### src/npc_ram.sv
// Generic single-port-write, one-read synchronous RAM with registered read.
// No dependencies.
module npc_ram #(
    parameter int WIDTH = 16,
    parameter int DEPTH = 64
) (
    input  logic                     i_clk,
    input  logic                     i_we,
    input  logic [$clog2(DEPTH)-1:0] i_waddr,
    input  logic [WIDTH-1:0]         i_wdata,
    input  logic [$clog2(DEPTH)-1:0] i_raddr,
    output logic [WIDTH-1:0]         o_rdata
);
    logic [WIDTH-1:0] r_mem [DEPTH];
    logic [WIDTH-1:0] r_rdata;

    always_ff @(posedge i_clk) begin
        if (i_we) begin
            r_mem[i_waddr] <= i_wdata;
        end
        r_rdata <= r_mem[i_raddr];
    end

    assign o_rdata = r_rdata;
endmodule

### config.mk
export PLATFORM = sky130hd
export DESIGN_NAME = npc_ram
export DESIGN_NICKNAME = d
export VERILOG_FILES = /design/src/npc_ram.sv
export SDC_FILE = /design/constraint.sdc
export NUM_CORES = 1
export LEC_CHECK = 0
export ABC_AREA = 0
export BUFFER_PORTS_ARGS = -buffer_cell sky130_fd_sc_hd__buf_4
export CAP_MARGIN = 0
export CELL_PAD_IN_SITES_DETAIL_PLACEMENT = 0
export CELL_PAD_IN_SITES_GLOBAL_PLACEMENT = 2
export CORE_UTILIZATION = 53
export CTS_BUF_LIST = sky130_fd_sc_hd__clkbuf_4
export DETAILED_ROUTE_END_ITERATION = 10
export GPL_TIMING_DRIVEN = 0
export PLACE_DENSITY_LB_ADDON = 0.2
export RECOVER_POWER = 100
export SYNTH_ARGS = -nofsm -noshare
export SYNTH_HDL_FRONTEND = slang
export SYNTH_SLANG_ARGS = --single-unit
### constraint.sdc
create_clock -name i_clk -period 2.9 [get_ports i_clk]
set_clock_uncertainty 0.2 [all_clocks]
set_input_delay 0.29 -clock i_clk [delete_from_list [all_inputs] [get_ports i_clk]]
set_output_delay 0.29 -clock i_clk [all_outputs]
set_load 0.005 [all_outputs]
==> results.yml <==
outcome:
  outcome: "complete, but fails checks"
  violations: "negative hold slack, max-capacitance violations, max-slew violations, negative setup slack"
place:
  dp_slack_ns: -0.533
  gp_congestion: 0.855
  dp_hpwl_um: 66200
  portBuffers: 38
yosys:
  synthesis.area_um2: 40000
  synth_area_leader_cell: "edfxtp_1"
  synth_top_family_by_area: "multiplexers"
  yosys_warnings: 0
  synth-edff-count: 1024
  yosysUniqueCellTypes: 43
  synthCells: 1829
  synthAdderAreaFrac_pct: 0
  synth.top_cell.area_share_pct: 76.8
  yosysMostFrequentCell: "edfxtp_1"
  synth-seq-cells: 1040
  yosys.area_share.simple_pct: 2.65
  synth-main-ff-cell: "edfxtp_1"
  syn_avg_cell_area_um2: 21.9
  synthArstFlopShare_pct: 0
  synth_compound_area_share_pct: 2.41
  synth_xor_area_share_pct: 0
  syn-num-nets: 1859
  synth_mux_area_share_pct: 15.5
  synth_area_leaders: "edfxtp_1 77%, mux4_2 12%, mux2i_1 2.1%"
  ys_seq_area_share_pct: 77.6
  ys_top_cells_by_count: "1024 x edfxtp_1, 220 x mux4_2, 85 x mux2i_1, 72 x nor2_1, 59 x nand2_1"
clock_network:
  cts_post_setup_buffers_inserted: 0
  cts.path.max_buffers: 4
  ctsRootBufferMaster: "clkbuf_4"
  insertion_delay_ns: 1.10
  cts_tree: "done"
  clkTransAtPathRegs_ns: 0.06
  htreeDepth: 5
  numCtsBuffers: 281
  clock_sinks: 1040
critical_path:
  crit_arrival_ns: 3.48
  r2r_cells: 5
  reg2reg_to: "o_rdata[15]$_DFF_P_"
  crit_fanout: 10
  path_class: "in -> reg"
  worstReg2RegStart: "r_mem[23][15]$_DFFE_PP_"
  worst_setup_path_start_kind: "primary input"
  cpPeakStageDelay_ns: 1.10
  crit_slowest_cell: "nor2_1"
  crit_required_ns: 3.44
  ff2ff_setup_slack_ns: 0.17
  cp-end-kind: "register"
  path_cells: "dlygate4sd3_1 > clkbuf_1 > nand4_1 > nor2_1 > buf_8"
timing:
  min_period_over_period_pct: 102
  min_period_ns: 2.95
  fmax_mhz: 339
  setup_viol: 10
  whs_ns: -0.00667
  tightest_slew_ns: 1.62
  slew_viol_final: 589
  finalHoldViolations: 2
  setup_tns_ns: -0.376
  grt_setup_unrepaired: "no"
  fin_ws_ns: -0.0469
  slew_headroom_pct: -8.08
detailed_routing:
  drc: 0
  drt-pass1-iter-count: 5
  drt_iter0_drc: 2286
  vias_per_cell: 6.09
  drtAntennaViolNets: 0
  drt_wl_total_um: 103000
  via_count: 20700
  wl_per_cell_um: 30.4
power:
  p_int_uw: 23600
  power_switching_uw: 6860
  leakagePower_uw: 0.0151
  netSwitchingFraction_pct: 22.5
  powerDensity_nw_per_um2: 667
  pwr-share-comb_pct: 5.6
  pwr-share-clk_pct: 39.7
  seqPwrFrac_pct: 54.7
  peakVddDrop_mv: 0.413
die:
  ioPinCount: 46
  die_h_um: 277
  dieArea_um2: 76700
  initial_core_util_pct: 53.7
  num_rows: 100
  coreArea_um2: 74600
  die_width_um: 277
min_path:
  holdPathEnd: "r_mem[38][2]$_DFFE_PP_"
  hp-start: "i_waddr[3]"
  holdPathStages: 4
  hp-class: "in -> reg"
global_route:
  grt_pass1_wl_um: 148000
  antenna_found_initial: 7
  grtUsageTotal_pct: 27.6
  grt_max_degree: 65
  grt_pass1_vias: 21500
  overflow: 0
cells_and_area:
  area_growth_pct: 14.1
  finalCoreUtilization_pct: 61.3
  nets: 2279
  layout-drive-gt1-share_pct: 33.1
flow_run:
  maxCapViolations: 9
[cell families after synthesis]
family / Yosys count
flip-flops: 1040
multiplexers: 336
AND/OR/NAND/NOR: 220
AO/OA/AOI/OAI: 129
buffers and inverters: 104
[per-stage QoR]
step	area, µm²	power (µW)	hold slack (ns)	cells
2_1_floorplan	40000	17800	0.189	1829
3_3_place_gp	41500	18600	0.473	2836
3_5_place_dp	42700	18700	0.470	2898
4_1_cts	46300	30800	0.00529	3391
5_1_grt	45700	31600	0.0136	3393
6_report	45700	30500	-0.00667	3394
[what timing repair did]
item / in CTS / in global routing
endpoints found under the setup margin: 0 / 10
hold buffers: 37 / 0
hold endpoints to repair: 1229 / 0
gates resized for setup: 0 / 1
[metal layers]
metal / wire [µm] / vias to the layer above / global-route usage [%]
met2: 50200 / 1021 / 43.7
met5: 22 / - / 0
li1: - / 8694 / -
met1: 41500 / 10800 / 38.1
met3: 8690 / 162 / 6.07
met4: 2800 / 4 / 10.1
[cell type report]
class                           count  area [µm²]
Antenna cell                        3        7.51
Buffer                            104         733
Clock buffer                      385        2890
Clock inverter                     71         357
Fill cell                        5453       28900
Multi-Input combinational cell    685        8250
Sequential cell                  1040       31100
Tap cell                          969        1210
Timing Repair Buffer              137        1180
[layout by cell type (no fill, tap or decap), types with 4 or more instances in the layout]
cell	instances
nand4_1	12
buf_12	5
a211oi_1	8
o21ai_0	5
clkinv_1	54
nand2_1	59
inv_2	8
a221oi_1	16
buf_2	36
nor2_2	4
mux2_2	24
edfxtp_1	1024
a21oi_1	17
nor2b_1	30
dfxtp_1	16
clkbuf_1	45
nor2_1	70
clkbuf_4	400
a311oi_1	8
mux4_2	220
clkinv_2	5
buf_4	19
and4_1	5
a31oi_1	8
buf_6	19
dlygate4sd3_1	37
a221o_1	6
nand3_1	24
a211o_1	8
a22o_1	6
buf_8	19
mux4_1	4
mux2i_1	85
a22oi_1	39
a41oi_1	5
clkbuf_2	32
dlymetal6s2s_1	8
[registers in the layout (all words and copies together) (netlist names)]
register	count
r_mem	1024
o_rdata	16
[power by group through the flow]
stage                     clock network (µW)  registers, µW  logic (µW)
after floorplan                            0          17000         861
after global placement                     0          17000        1640
after detailed placement                   0          17000        1700
after CTS                              12400          16700        1750
after global routing                   13100          16700        1780
final                                  12100          16700        1700
[worst max-delay path by stage]
stage	start	endpoint	cells past startpoint
2_1_floorplan	i_waddr[3]	r_mem[48][0]$_DFFE_PP_	4
3_3_place_gp	i_waddr[4]	r_mem[48][1]$_DFFE_PP_	3
3_5_place_dp	i_raddr[2]	o_rdata[15]$_DFF_P_	7
4_1_cts	i_we	r_mem[48][2]$_DFFE_PP_	8
5_1_grt	i_we	r_mem[50][2]$_DFFE_PP_	8
6_report	i_waddr[1]	r_mem[47][12]$_DFFE_PP_	5
[critical path: cells and delay by family]
kind | cells | cell delay [ns]
buf+inv | 3 | 1.23
simple gates | 2 | 1.95
Power figures use the tool's default switching activity.
