[config.mk]
export PLATFORM = sky130hd
export DESIGN_NAME = npc_dist
export DESIGN_NICKNAME = d
export VERILOG_FILES = /design/src/npc_pkg.sv /design/src/npc_dist.sv
export SDC_FILE = /design/constraint.sdc
export NUM_CORES = 1
export LEC_CHECK = 0
export CAP_MARGIN = 20
export CORE_MARGIN = 1.5
export CORE_UTILIZATION = 42
export DETAILED_ROUTE_END_ITERATION = 10
export DONT_BUFFER_PORTS = 1
export SLEW_MARGIN = 20
export SYNTH_ARGS = -nofsm -noshare
export SYNTH_HDL_FRONTEND = slang
export SYNTH_SLANG_ARGS = --single-unit
[constraint.sdc]
create_clock -name i_clk -period 14.3 [get_ports i_clk]
set_input_delay 0 -clock i_clk [delete_from_list [all_inputs] [get_ports i_clk]]
set_output_delay 0 -clock i_clk [all_outputs]
set_load 0.02 [all_outputs]
[src/npc_pkg.sv]
// Package for the nearest prototype classifier.
// Sizes, field widths and the control state type; no dependencies.
package npc_pkg;
    localparam int DIM = 64;
    localparam int PROTOS = 64;
    localparam int DW = $clog2(DIM);
    localparam int PW = $clog2(PROTOS);
    localparam int LW = $clog2(DIM + 1);
    localparam int CW = $clog2(PROTOS + 1);
    localparam int SW = 39;
    localparam int EW = 16;
    localparam int AW = PW + DW;
    localparam logic [SW-1:0] DIST_MAX = {SW{1'b1}};
    localparam logic [1:0] REG_LEN = 2'd0;
    localparam logic [1:0] REG_CAP = 2'd1;
    localparam logic [1:0] REG_THR = 2'd2;

    typedef enum logic [2:0] {
        S_COLLECT,
        S_SCAN,
        S_DRAIN,
        S_STORE,
        S_DONE
    } t_state;

    typedef struct packed {
        logic          clr;
        logic          acc;
        logic          last;
    } t_acc_ctl;
endpackage

[src/npc_dist.sv]
// Squared distance accumulator with saturation and best-slot tracking.
// Depends on npc_pkg.
module npc_dist (
    input  logic                      i_clk,
    input  npc_pkg::t_acc_ctl         i_ctl,
    input  logic signed [npc_pkg::EW-1:0] i_a,
    input  logic signed [npc_pkg::EW-1:0] i_b,
    input  logic [npc_pkg::PW-1:0]    i_slot,
    input  logic                      i_first,
    output logic [npc_pkg::SW-1:0]    o_best,
    output logic [npc_pkg::PW-1:0]    o_best_slot
);
    logic [npc_pkg::SW-1:0] r_sum, n_sum;
    logic [npc_pkg::SW-1:0] r_best;
    logic [npc_pkg::PW-1:0] r_best_slot;
    logic signed [npc_pkg::EW:0] w_d;
    logic [npc_pkg::EW:0] w_ad;
    logic [2*npc_pkg::EW+1:0] w_sq;
    logic [npc_pkg::SW:0] w_add;

    always_comb begin
        w_d = {i_a[npc_pkg::EW-1], i_a} - {i_b[npc_pkg::EW-1], i_b};
        w_ad = w_d[npc_pkg::EW] ? (npc_pkg::EW + 1)'(0) - w_d : w_d;
        w_sq = w_ad * w_ad;
        w_add = {1'b0, (i_ctl.clr ? '0 : r_sum)}
              + (npc_pkg::SW + 1)'(w_sq);
        n_sum = w_add[npc_pkg::SW] ? npc_pkg::DIST_MAX : w_add[npc_pkg::SW-1:0];
    end

    always_ff @(posedge i_clk) begin
        if (i_ctl.acc) begin
            r_sum <= n_sum;
            if (i_ctl.last && (i_first || n_sum < r_best)) begin
                r_best <= n_sum;
                r_best_slot <= i_slot;
            end
        end
    end

    assign o_best = r_best;
    assign o_best_slot = r_best_slot;
endmodule

==> out/metrics.cfg, run 1 <==
[status]
outcome=completed

[sta]
final_hold_viol_count=0
fin_tns_setup_ns=0
finalCritPeriodShare=0.907
worst_pin_slew_ns=0.871
min_period_ns=12.97
fmax_ghz=0.0771
finalClockSkew_ns=0.0100
relSlewSlack=0.415
rsz0062_at_grt=false
final-setup-viol-count=0
slew_violations=0

[grt]
overflow=0
grt_pass1_vias=11900
grt_pass1_wl_um=62800
antenna_found_initial=0
grtUsageTotal=0.218
grt_max_degree=40

[cts]
cts_buffer_depth=2
cts-resized-gates=0
postCtsSetupBuffers=0
cts_tree=built
cts.sink_count=84
cts_hold_repair.buffers=8
cts-root-buf=clkbuf_16
clkTransAtPathRegs_ns=0.07
cts_buffers=9
clk_latency_ns=0.34
htree_levels=3

[placed_design]
io_buffer_count=0
place_hpwl_um=31000
gp_congestion=0.895

[drt]
wl_per_cell_um=17.8
ant_nets=0
wirelength_um=37600
routed-via-count=11000
drcViolationCount=0
vias_per_cell=5.22
drtIter0Drc=649
dr.pass1.iters=5

[setup_path]
required_ns=14.28
crit_path_top_delay_cell=or4b_4
cp-start-kind=primary input
critPathKind=in2reg
critPathMaxFanout=34
worst_path_most_repeated_cell=fa_1
rr_startpoint=r_sum[11]
arrival_ns=12.95
cp-end-kind=register
cp-startpoint=i_a[0]
critPathMaxStageDelay_ns=0.58

[synthesis]
synth_edf_count=84
async_flop_share=0
synth_warnings=0
synth.distinct_cells=72
ys_seq_area_frac=0.168
synth_area_um2=15000
synth-seq-cells=84
yosys_most_used_dff=edfxtp_1
syn-instance-count=1654
syn_avg_cell_area_um2=9.09

[floorplanning]
die_area_um2=36900
row_count=69
start_util=0.425
fp.dieW_um=192
die_h_um=192
design.core.area_um2=35400
io_pins=88

[worst_hold_path]
min_from=i_ctl[1]
worstHoldPathType=in2reg

[layout]
syn2layout_area_growth_pct=6.24
final_nets=2082
regArea_um2=2520
multi_input_area_um2=10900
antenna_cells=0
nFillCells=3461
drive_above_1_share=0.0369

[flow_run]
maxCapViolations=0

cells in the final DEF (no fill, tap or decap), types with 19 or more instances in the layout:
cell / n
nor3_1: 25
a21o_1: 36
nor2_1: 112
inv_1: 380
o21ai_0: 40
nand2_1: 163
nor2b_1: 27
nand2b_1: 28
xor2_1: 20
ha_1: 167
a21oi_1: 46
nand3_1: 19
fa_1: 225
edfxtp_1: 84
xnor2_1: 30
worst max-delay path, delay by kind of cell:
kind	cells	cell delay, ns
buffers and inverters	8	1.65
and+or+nand+nor	10	2.75
adders and majority gates	9	4.00
AOI/OAI and AO/OA	17	3.76
xor gates and xnor gates	3	0.71
area by class of cell:
type,instances,area share
Timing Repair Buffer,25,0.0136
Clock buffer,9,0.0141
Inverter,384,0.0902
Multi-Input combinational cell,1143,0.684
Tap cell,461,0.0361
Sequential cell,84,0.158
Clock inverter,7,0.00431
logic make-up (layout without fill, tap and decap cells):
group	after synthesis	count (layout)	share of synthesized area
AND/OR/NAND/NOR	448	448	0.141
buffers and inverters	436	425	0.110
adder cells (fa/ha/maj)	392	392	0.438
AO/OA/AOI/OAI	234	234	0.107
flip-flops	84	84	0.168
XOR/XNOR	53	53	0.0314
multiplexers	5	5	0.00341
other	2	11	0.000499
stage by stage:
step / hold WS, ns / worst slack (ns) / std cells / cell area, µm² / util
4_1_cts: 0.00876 / 1.30 / 2113 / 16000 / 0.451
3_3_place_gp: 0.0989 / 1.26 / 2089 / 15600 / 0.440
2_1_floorplan: 0.0989 / 0.389 / 1663 / 15100 / -
3_5_place_dp: 0.0989 / 1.02 / 2089 / 15600 / 0.440
5_1_grt: 0.00795 / 0.448 / 2113 / 16000 / 0.451
6_report: 0.00473 / 1.33 / 2113 / 16000 / 0.451
sequential cells by signal (all words and copies together) (netlist names):
name         count
o_best_slot      6
r_sum           39
o_best          39
Yosys cell counts, types with 9 or more instances:
cell / n / area [µm²]
o211ai_1: 10 / 75.1
clkbuf_1: 41 / 154
o21bai_1: 10 / 75.1
nand2_1: 163 / 612
nand2b_1: 28 / 175
a211oi_1: 13 / 97.6
nand3_1: 19 / 95.1
ha_1: 167 / 2090
nor3_1: 25 / 125
o21ai_0: 41 / 205
and3_1: 10 / 62.6
buf_2: 9 / 45.0
edfxtp_1: 84 / 2520
inv_1: 380 / 1430
a21o_1: 36 / 270
a31oi_1: 13 / 81.3
nor2b_1: 27 / 169
nor2_1: 112 / 420
a21oi_1: 46 / 230
fa_1: 225 / 4500
o21a_1: 10 / 75.1
or2_2: 9 / 56.3
xnor2_1: 32 / 280
xor2_1: 20 / 175
nand4_1: 18 / 113
worst paths after layout:
| check | depth (start not counted) | endpoint | slack, ns |
|---|---|---|---|
| min reg2reg | 2 | o_best[37] | 0.81 |
| min | 1 | r_sum[23] | 0.005 |
| max reg2reg | 30 | o_best[31] | 4.83 |
| max | 47 | o_best[31] | 1.33 |
metal layers:
| layer | part of all wire | vias up | wire length [µm] | GRT usage |
|---|---|---|---|---|
| met5 | 0 | - | 0 | 0 |
| met4 | 0.017 | 0 | 646 | 0.0540 |
| met3 | 0.055 | 41 | 2060 | 0.0248 |
| met2 | 0.46 | 334 | 17400 | 0.356 |
| met1 | 0.47 | 5376 | 17500 | 0.308 |
| li1 | - | 5277 | - | - |
Power of run 1 is left out: the tool's default activity adds up to more than one toggle a clock period on the data nets, which glitch-free logic cannot reach.
==> inputs of run 2 (changes only) <==
Settings changed: CORE_ASPECT_RATIO from default to 0.5.
==> out/metrics.cfg, run 2 (same netlist as run 1, synthesis figures left out) <==
[status]
outcome=completed  ; unchanged

[drt]
vias_per_cell=5.22  ; about the same
routed-via-count=11100  ; was 11.0k
drcViolationCount=0  ; unchanged
wl_per_cell_um=18.0  ; was 17.8 µm
drtIter0Drc=778  ; was 649
wirelength_um=38400  ; was 37600 µm
dr.pass1.iters=5  ; unchanged
ant_nets=0  ; unchanged

[layout]
syn2layout_area_growth_pct=6.37  ; was 6.24%
layout_commonest_cell=inv_1  ; unchanged
antenna_cells=0  ; unchanged
layout_common_cells=inv_1, fa_1, ha_1  ; unchanged
nFillCells=3382  ; was 3461
drive_above_1_share=0.0362  ; was 0.0369
fin_area_um2=16000  ; about the same
final_nets=2086  ; was 2082
finalNonFillerCells=2131  ; was 2113

[placed_design]
place_hpwl_um=31600  ; was 31000 µm
pre_cts_ws_ns=1.12  ; was 1.02 ns
dp_cells=2107  ; was 2089
io_buffer_count=0  ; unchanged
placed_cell_area_um2=15600  ; about the same
gp_congestion=0.913  ; was 0.895

[setup_path]
arrival_ns=12.66  ; was 12.95 ns
required_ns=14.33  ; was 14.28 ns
crit_path_top_delay_cell=xnor2_1  ; was or4b_4
r2r-end=o_best[22]  ; was o_best[31]
worst_path_most_repeated_cell=fa_1  ; unchanged
critPathKind=in2reg  ; unchanged
critPathMaxFanout=37  ; was 34
rr_startpoint=r_sum[11]  ; unchanged
crit_path_end=o_best[22]  ; was o_best[31]
worstRegToRegCells=29  ; was 30
cp-end-kind=register  ; unchanged
r2r_slack_ns=5.04  ; was 4.83 ns
critPathMaxStageDelay_ns=0.71  ; was 0.58 ns
cp-startpoint=i_a[0]  ; unchanged
cp-start-kind=primary input  ; unchanged

[cts]
clk_latency_ns=0.35  ; was 0.34 ns
cts_tree=built  ; unchanged
cts_buffers=9  ; unchanged
cts.sink_count=84  ; unchanged
htree_levels=3  ; unchanged
cts_hold_repair.buffers=8  ; unchanged
postCtsSetupBuffers=0  ; unchanged
clkTransAtPathRegs_ns=0.06  ; was 0.07 ns
cts-root-buf=clkbuf_16  ; unchanged
cts_buffer_depth=2  ; unchanged
cts-resized-gates=0  ; unchanged

[floorplanning]
start_util=0.431  ; was 0.425
die_h_um=137  ; was 192 µm
io_pins=88  ; unchanged
die_area_um2=37000  ; was 36900 µm²
row_count=48  ; was 69
design.core.area_um2=34900  ; was 35400 µm²
fp.dieW_um=271  ; was 192 µm

[grt]
antenna_found_initial=0  ; unchanged
grt_max_degree=40  ; unchanged
grtUsageTotal=0.220  ; was 0.218
grt_pass1_vias=11100  ; was 11.9k
overflow=0  ; unchanged
grt_pass1_wl_um=62800  ; about the same

[flow_run]
maxCapViolations=0  ; unchanged

[sta]
rsz0062_at_grt=false  ; unchanged
finalCritPeriodShare=0.883  ; was 0.907
fin_tns_setup_ns=0  ; unchanged
slew_violations=0  ; unchanged
min_period_ns=12.63  ; was 12.97 ns
final_hold_viol_count=0  ; unchanged
final-setup-viol-count=0  ; unchanged
fmax_ghz=0.0792  ; was 0.0771 GHz
worst_pin_slew_ns=0.819  ; was 0.871 ns
relSlewSlack=0.450  ; was 0.415
fin_ws_ns=1.67  ; was 1.33 ns
finalClockSkew_ns=0.00962  ; was 0.0100 ns

[worst_hold_path]
min_from=i_ctl[1]  ; unchanged
worstHoldPathType=in2reg  ; unchanged

[run 2: how the worst min path moves through the flow]
stage	to	slack, ns	cells after the start
floorplan	o_best_slot[0]	0.1	0
global placement	o_best_slot[0]	0.1	0
detailed placement	o_best_slot[0]	0.1	0
CTS	r_sum[1]	0.008	1
global route	r_sum[4]	0.009	1
finish	r_sum[1]	0.01	1
[run 2: layout make-up]
cell class / count / area, µm² / area share
Clock inverter: 5 / 36.3 / 0.00227
Sequential cell: 84 / 2520 / 0.158
Timing Repair Buffer: 29 / 260 / 0.0163
Inverter: 384 / 1440 / 0.0901
Tap cell: 475 / 594 / 0.0372
Multi-Input combinational cell: 1143 / 10900 / 0.682
Clock buffer: 11 / 233 / 0.0145
[run 2: through the flow]
| stage | hold WS, ns | utilization |
|---|---|---|
| 2_1_floorplan | 0.0989 | - |
| 3_3_place_gp | 0.0989 | 0.448 |
| 3_5_place_dp | 0.0989 | 0.448 |
| 4_1_cts | 0.00839 | 0.458 |
| 5_1_grt | 0.00932 | 0.458 |
| 6_report | 0.00952 | 0.458 |
[run 2: layer usage]
layer,track usage,vias up,wire [µm]
li1,-,5277,-
met2,0.309,384,15200
met4,0.0394,0,451
met1,0.345,5432,19500
met5,0,-,0
met3,0.0468,29,3320
[run 2: worst max-delay path, delay by kind of cell]
kind | cells | cell delay (ns)
compound gates | 17 | 4.83
xor+xnor | 1 | 0.71
fa+ha+maj | 10 | 4.30
buf+inv | 6 | 0.98
simple gates | 7 | 1.79
Power of run 2 is left out for the same reason.
